==> config.mk <==
export PLATFORM = sky130hd
export DESIGN_NAME = tagged_fifo_with_keyed_removal_core
export DESIGN_NICKNAME = d
export VERILOG_FILES = /design/src/sv/tfkr_pkg.sv /design/src/sv/tfkr_ram.sv /design/src/sv/tagged_fifo_with_keyed_removal_core.sv
export SDC_FILE = /design/constraint.sdc
export NUM_CORES = 1
export LEC_CHECK = 0
export BUFFER_PORTS_ARGS = -buffer_cell sky130_fd_sc_hd__buf_2
export CORE_ASPECT_RATIO = 1.1
export CORE_MARGIN = 4
export CORE_UTILIZATION = 44
export CTS_BUF_LIST = sky130_fd_sc_hd__clkbuf_8
export DETAILED_ROUTE_END_ITERATION = 16
export GPL_ROUTABILITY_DRIVEN = 0
export MAX_ROUTING_LAYER = met4
export SLEW_MARGIN = 20
export SYNTH_ARGS = -nofsm -noshare
export SYNTH_HDL_FRONTEND = slang
export SYNTH_HIERARCHICAL = 1
export SYNTH_SLANG_ARGS = --single-unit
==> constraint.sdc <==
create_clock -name clk -period 10.4 [get_ports clk]
set_clock_uncertainty 0.15 [all_clocks]
set_input_delay 1.56 -clock clk [delete_from_list [all_inputs] [get_ports clk]]
set_output_delay 1.56 -clock clk [all_outputs]
set_load 0.005 [all_outputs]
==> src/sv/tfkr_pkg.sv <==
`timescale 1ns / 1ps

package tfkr_pkg;

  localparam int DEPTH        = 16;
  localparam int TAG_BITS     = 32;
  localparam int PAYLOAD_BITS = 32;
  localparam int ADDR_W       = (DEPTH > 1) ? $clog2(DEPTH) : 1;
  localparam int OCC_W        = $clog2(DEPTH + 1);
  localparam int ENTRY_W      = TAG_BITS + PAYLOAD_BITS;

  // request kinds
  localparam logic [1:0] REQ_ENQ   = 2'd0;
  localparam logic [1:0] REQ_DEQ   = 2'd1;
  localparam logic [1:0] REQ_TAG   = 2'd2;
  localparam logic [1:0] REQ_FLUSH = 2'd3;

  // result status codes
  localparam logic [1:0] ST_OK       = 2'd0;
  localparam logic [1:0] ST_EMPTY    = 2'd1;
  localparam logic [1:0] ST_NOTFOUND = 2'd2;
  localparam logic [1:0] ST_FULL     = 2'd3;

endpackage

==> src/sv/tfkr_ram.sv <==
`timescale 1ns / 1ps

module tfkr_ram #(
  parameter int WIDTH = 8,
  parameter int DEPTH = 16,
  parameter int AW    = (DEPTH > 1) ? $clog2(DEPTH) : 1
) (
  input  logic             clk,
  input  logic             wr_en,
  input  logic [AW-1:0]    wr_addr,
  input  logic [WIDTH-1:0] wr_data,
  input  logic             rd_en,
  input  logic [AW-1:0]    rd_addr,
  output logic [WIDTH-1:0] rd_data
);

  logic [WIDTH-1:0] mem [DEPTH];

  always_ff @(posedge clk) begin
    if (wr_en) begin
      mem[wr_addr] <= wr_data;
    end
    if (rd_en) begin
      rd_data <= mem[rd_addr];
    end
  end

endmodule

==> src/sv/tagged_fifo_with_keyed_removal_core.sv <==
`timescale 1ns / 1ps
// enqueue and any request on an empty queue give their result from S_RESP, through the output register
// dequeue and dequeue-by-tag: the search reads entries in order (S_SRCH_RD, S_SRCH_CMP) until a hit,
// then closing the gap moves each younger entry down one slot (S_SHIFT_RD, S_SHIFT_WR)
// flush: one result per entry, occupancy results, each held while the output stalls; one request at a time
// rst (synchronous, active high) empties the queue; entry storage is not cleared

module tagged_fifo_with_keyed_removal_core import tfkr_pkg::*; (
  input  logic        clk,
  input  logic        rst,
  input  logic        s_tvalid,
  output logic        s_tready,
  input  logic [63:0] s_tdata,   // block_tag [31:0], payload_in [63:32]
  input  logic [1:0]  s_tuser,   // req_type [1:0]
  output logic        m_tvalid,
  input  logic        m_tready,
  output logic [63:0] m_tdata,   // tag_out [31:0], payload_out [63:32]
  output logic [1:0]  m_tuser,   // status [1:0]
  output logic        m_tlast    // last_of_run
);

  typedef enum logic [7:0] {
    S_IDLE      = 8'b0000_0001,
    S_SRCH_RD   = 8'b0000_0010,
    S_SRCH_CMP  = 8'b0000_0100,
    S_SHIFT_RD  = 8'b0000_1000,
    S_SHIFT_WR  = 8'b0001_0000,
    S_FLUSH_RD  = 8'b0010_0000,
    S_FLUSH_OUT = 8'b0100_0000,
    S_RESP      = 8'b1000_0000
  } state_t;

  state_t                  state, state_next;
  logic [OCC_W-1:0]        occ, occ_next;
  logic [ADDR_W-1:0]       idx, idx_next;
  logic [1:0]              req, req_next;
  logic [TAG_BITS-1:0]     key, key_next;
  logic [1:0]              res_status, res_status_next;
  logic [TAG_BITS-1:0]     res_tag, res_tag_next;
  logic [PAYLOAD_BITS-1:0] res_pay, res_pay_next;

  logic                    wr_en, rd_en;
  logic [ADDR_W-1:0]       wr_addr, rd_addr;
  logic [ENTRY_W-1:0]      wr_data, rd_data;
  logic [TAG_BITS-1:0]     rd_tag;
  logic [PAYLOAD_BITS-1:0] rd_pay;
  logic [OCC_W-1:0]        idx_p1;

  logic                    out_free, out_load;
  logic [1:0]              out_status;
  logic [TAG_BITS-1:0]     out_tag;
  logic [PAYLOAD_BITS-1:0] out_pay;
  logic                    out_last;

  tfkr_ram #(
    .WIDTH (ENTRY_W),
    .DEPTH (DEPTH)
  ) u_ram (
    .clk     (clk),
    .wr_en   (wr_en),
    .wr_addr (wr_addr),
    .wr_data (wr_data),
    .rd_en   (rd_en),
    .rd_addr (rd_addr),
    .rd_data (rd_data)
  );

  assign rd_tag   = rd_data[TAG_BITS-1:0];
  assign rd_pay   = rd_data[ENTRY_W-1:TAG_BITS];
  assign idx_p1   = OCC_W'(idx) + OCC_W'(1);
  assign s_tready = (state == S_IDLE);
  assign out_free = !m_tvalid || m_tready;

  always_comb begin
    state_next      = state;
    occ_next        = occ;
    idx_next        = idx;
    req_next        = req;
    key_next        = key;
    res_status_next = res_status;
    res_tag_next    = res_tag;
    res_pay_next    = res_pay;
    wr_en           = 1'b0;
    wr_addr         = idx;
    wr_data         = rd_data;
    rd_en           = 1'b0;
    rd_addr         = idx;
    out_load        = 1'b0;
    out_status      = res_status;
    out_tag         = res_tag;
    out_pay         = res_pay;
    out_last        = 1'b1;

    case (state)
      S_IDLE: begin
        if (s_tvalid) begin
          req_next     = s_tuser;
          key_next     = s_tdata[TAG_BITS-1:0];
          idx_next     = '0;
          res_tag_next = '0;
          res_pay_next = '0;
          case (s_tuser)
            REQ_ENQ: begin
              if (occ == OCC_W'(DEPTH)) begin
                res_status_next = ST_FULL;
              end else begin
                wr_en           = 1'b1;
                wr_addr         = occ[ADDR_W-1:0];
                wr_data         = {s_tdata[TAG_BITS +: PAYLOAD_BITS],
                                   s_tdata[TAG_BITS-1:0]};
                occ_next        = occ + OCC_W'(1);
                res_status_next = ST_OK;
              end
              state_next = S_RESP;
            end
            default: begin
              if (occ == '0) begin
                res_status_next = ST_EMPTY;
                state_next      = S_RESP;
              end else if (s_tuser == REQ_FLUSH) begin
                state_next = S_FLUSH_RD;
              end else begin
                state_next = S_SRCH_RD;
              end
            end
          endcase
        end
      end

      S_SRCH_RD: begin
        rd_en      = 1'b1;
        state_next = S_SRCH_CMP;
      end

      S_SRCH_CMP: begin
        // plain dequeue takes the oldest entry without a compare
        if (req == REQ_DEQ || rd_tag == key) begin
          res_status_next = ST_OK;
          res_tag_next    = rd_tag;
          res_pay_next    = rd_pay;
          if (idx_p1 < occ) begin
            state_next = S_SHIFT_RD;
          end else begin
            occ_next   = occ - OCC_W'(1);
            state_next = S_RESP;
          end
        end else if (idx_p1 == occ) begin
          res_status_next = ST_NOTFOUND;
          state_next      = S_RESP;
        end else begin
          idx_next   = idx + ADDR_W'(1);
          state_next = S_SRCH_RD;
        end
      end

      S_SHIFT_RD: begin
        rd_en      = 1'b1;
        rd_addr    = idx_p1[ADDR_W-1:0];
        state_next = S_SHIFT_WR;
      end

      S_SHIFT_WR: begin
        // move the younger neighbor down one slot to close the gap
        wr_en = 1'b1;
        if (idx_p1 + OCC_W'(1) < occ) begin
          idx_next   = idx + ADDR_W'(1);
          state_next = S_SHIFT_RD;
        end else begin
          occ_next   = occ - OCC_W'(1);
          state_next = S_RESP;
        end
      end

      S_FLUSH_RD: begin
        rd_en      = 1'b1;
        state_next = S_FLUSH_OUT;
      end

      S_FLUSH_OUT: begin
        out_status = ST_OK;
        out_tag    = rd_tag;
        out_pay    = rd_pay;
        out_last   = (idx_p1 == occ);
        if (out_free) begin
          out_load = 1'b1;
          if (idx_p1 == occ) begin
            occ_next   = '0;
            state_next = S_IDLE;
          end else begin
            idx_next   = idx + ADDR_W'(1);
            state_next = S_FLUSH_RD;
          end
        end
      end

      S_RESP: begin
        if (out_free) begin
          out_load   = 1'b1;
          state_next = S_IDLE;
        end
      end

      default: begin
        state_next = S_IDLE;
      end
    endcase
  end

  always_ff @(posedge clk) begin
    if (rst) begin
      state    <= S_IDLE;
      occ      <= '0;
      m_tvalid <= 1'b0;
    end else begin
      state <= state_next;
      occ   <= occ_next;
      if (out_load) begin
        m_tvalid <= 1'b1;
      end else if (m_tready) begin
        m_tvalid <= 1'b0;
      end
    end
  end

  always_ff @(posedge clk) begin
    idx        <= idx_next;
    req        <= req_next;
    key        <= key_next;
    res_status <= res_status_next;
    res_tag    <= res_tag_next;
    res_pay    <= res_pay_next;
    if (out_load) begin
      m_tuser <= out_status;
      m_tdata <= {32'(out_pay), 32'(out_tag)};
      m_tlast <= out_last;
    end
  end

endmodule

==> impl_metrics.toml <==
[status]
status = "complete, no violations"

[pwr]
p_comb_frac = 0.234
switching_share = 0.2888
powerDensity_mw_per_mm2 = 237.3
internal-power_mw = 9.370
p_leak_nw = 18.42
pwr-share-seq = 0.468
irDropWorstVdd_uv = 165.3
power.share.clock = 0.298
switching_power_mw = 3.804

[worst_setup_path]
critPathSlowestCell = "nor2_4"
path_class = "flip-flop to flip-flop"
cp-end-kind = "flip-flop"
cp.required_ns = 10.74
startpoint_type = "flip-flop"
r2r_cells = 10
path_cells = "nor4_4 > nand4b_2 > inv_1 > nand2_1 > inv_2 > nand2_4 > a22o_1 > nand2b_1 > nor2_4 > buf_4"
cp.arrival_ns = 6.27
critPathMaxStageDelay_ns = 0.92
worst-path-max-fanout = 37

[global_route]
grt_start_max_net_pins = 145
grt_pass1_wl_mm = 166.3
antenna_found_initial = 6
grt_pass1_vias = 25284
grt_util_all_layers = 0.1988
gr-total-overflow = 0

[clock_tree]
post_cts_resized = 0
cts_made_buffers = 196
cts_setup_buffers = 0
clock_path_buffers = 3
root_buffer = "clkbuf_8"
clock_sinks = 1273
htree_levels = 4
holdBufCountCts = 0
clkLatencyLatePin_ns = 0.87
clk_pin_slew_worst_paths_ns = 0.07
cts_tree = "built"

[yosys]
synth.distinct_cells = 62
synth_fp_nets = 2501
ys_seq_elements = 1273
synthSimpleGateAreaFrac = 0.04090
syn_avg_cell_area_um2 = 20.39
synthMuxAreaShare = 0.1320
syn-instance-count = 2414
async_flop_share = 0
synth_warnings = 6
ys_seq_area_frac = 0.7738
synth_edf_count = 1259
synthAdderAreaFrac = 0.004474
ys.flop_type = "edfxtp_1"
synth-xor-area-share = 0.008008
synth_compound_area_frac = 0.02735
synth_top_family_by_area = "multiplexers"
netlist_area_mm2 = 0.04922

[placement]
port_buffers = 138
hpwl_mm = 62.60
preCtsSetupSlack_ns = 4.177

[sta]
fmax_ghz = 0.1686
setup_viol = 0
setup_slack_ns = 4.470
finalCriticalPeriod_ns = 5.930
tns_ns = 0
worst_hold_slack_ns = 0.3621
slew_headroom = 0.2485
finalHoldViolCount = 0
tightest_slew_ns = 1.127
fin_crit_sh = 0.5701
rsz0062_at_grt = "false"
drv_slew = 0

[floorplanning]
fp.dieH_um = 358.8
dieArea_mm2 = 0.1173
dieWidth_um = 326.9
core-area_mm2 = 0.1108
start_util = 0.4441
num_io_pins = 139
rows = 128

[finish]
fillers = 8995
drive_above_1_share = 0.2766
final_common_cell = "edfxtp_1"
area_delta_synth_final_pct = 12.81
most-common-layout-cells = "edfxtp_1 (1259), nand2_1 (270), mux4_2 (256)"
fin_util = 0.5010
final_nets = 2764

[drt]
wirelength_mm = 111.7
via_per_inst = 5.544
routedWlPerCell_um = 25.79
drt_iter0_markers = 1985
first_pass_iters = 5
ant_nets = 0
post-route-drc-count = 0
num_vias = 24023

[flow_run]
drv_cap = 0

[min_path]
holdPathStages = 2
hold_class = "flip-flop to flip-flop"
==> cell families (layout without fill, tap and decap cells) <==
kind of cell | count (synthesis) | in the layout
AOI/OAI and AO/OA | 182 | 182
xor gates and xnor gates | 45 | 45
adders and majority gates | 17 | 17
buffers and inverters | 137 | 557
DFF | 1273 | 1273
muxes | 321 | 321
other | 0 | 4
and+or+nand+nor | 439 | 439
==> cell type report <==
type	count	area [µm²]	area share
diodes	4	10.01	0.0001803
clock buffers	199	2739	0.04933
clock inverters	156	937.1	0.01688
inverters	15	56.30	0.001014
multi-input cells	1004	10690	0.1925
flip-flops and latches	1273	38090	0.6860
well taps	1495	1871	0.03369
repair buffers	187	1132	0.02039
==> flip-flops by register name, indices dropped and copies added, names as in the netlist, 2 cells and up <==
name and cells:
u_ram/mem 1024, m_tdata 64, u_ram/rd_data 64, key 32, res_pay 32, res_tag 32
state 8, occ 5, idx 4, m_tuser 2, req 2, res_status 2
==> worst max-delay path, delay by kind of cell, from the launching register on <==
kind | cells | cell delay [ns]
and+or+nand+nor | 6 | 2.75
AOI/OAI and AO/OA | 1 | 0.46
DFF | 1 | 0.38
buffers and inverters | 3 | 1.71
==> stage by stage <==
stage,area (µm²),instances,total power [mW]
floorplan,49220,2414,8.520
global placement,51760,3971,9.355
detailed placement,51800,3973,9.407
CTS,55480,4328,13.36
global route,55520,4333,13.83
finish,55520,4333,13.17
==> power by group through the flow <==
stage | registers [mW] | clock network [mW] | logic, mW
final | 6.17 | 3.93 | 3.08
after global routing | 6.19 | 4.29 | 3.35
after CTS | 6.17 | 4.05 | 3.14
after detailed placement | 6.28 | 0 | 3.13
after global placement | 6.27 | 0 | 3.08
after floorplan | 6.27 | 0 | 2.25
==> cell usage after synthesis (3+ instances only) <==
| cell | number | area share |
|---|---|---|
| edfxtp_1 | 1259 | 0.77 |
| a21oi_1 | 14 | 0.0014 |
| and2_1 | 5 | 0.00064 |
| buf_2 | 13 | 0.0013 |
| nor3_1 | 10 | 0.0010 |
| nand2_1 | 271 | 0.021 |
| a21o_1 | 4 | 0.00061 |
| mux4_2 | 256 | 0.12 |
| a22oi_1 | 129 | 0.020 |
| nor2b_1 | 7 | 0.00089 |
| buf_6 | 14 | 0.0032 |
| ha_1 | 16 | 0.0041 |
| xor2_1 | 39 | 0.0069 |
| dfxtp_1 | 14 | 0.0057 |
| nor2_1 | 35 | 0.0027 |
| mux2_2 | 59 | 0.013 |
| buf_4 | 7 | 0.0011 |
| o21ai_0 | 11 | 0.0011 |
| xnor2_1 | 6 | 0.0011 |
| buf_1 | 26 | 0.0020 |
| nand2b_1 | 7 | 0.00089 |
| a211oi_1 | 3 | 0.00046 |
| mux2_1 | 5 | 0.0011 |
| nand3_1 | 7 | 0.00071 |
| nand4_1 | 6 | 0.00076 |
| nor4_1 | 10 | 0.0013 |
| inv_1 | 14 | 0.0011 |
| and3_1 | 66 | 0.0084 |
| a22o_1 | 4 | 0.00071 |
| clkbuf_1 | 62 | 0.0047 |
==> final timing paths <==
path	startpoint	to	slack, ns
max	state[4]	u_ram/mem[6][46]	4.47
min	res_pay[13]	m_tdata[45]	0.36
max reg2reg	state[4]	u_ram/mem[6][46]	4.47
min reg2reg	res_pay[13]	m_tdata[45]	0.36
==> layer usage <==
| layer | vias to the layer above | wire, µm | global-route usage |
|---|---|---|---|
| met2 | 744 | 57480 | 0.3325 |
| met3 | 160 | 5811 | 0.03540 |
| li1 | 10410 | - | - |
| met1 | 12709 | 46210 | 0.2520 |
| met4 | 0 | 2235 | 0.05806 |
| met5 | - | 0 | - |
Note: power is estimated with default switching activity, not from simulation.
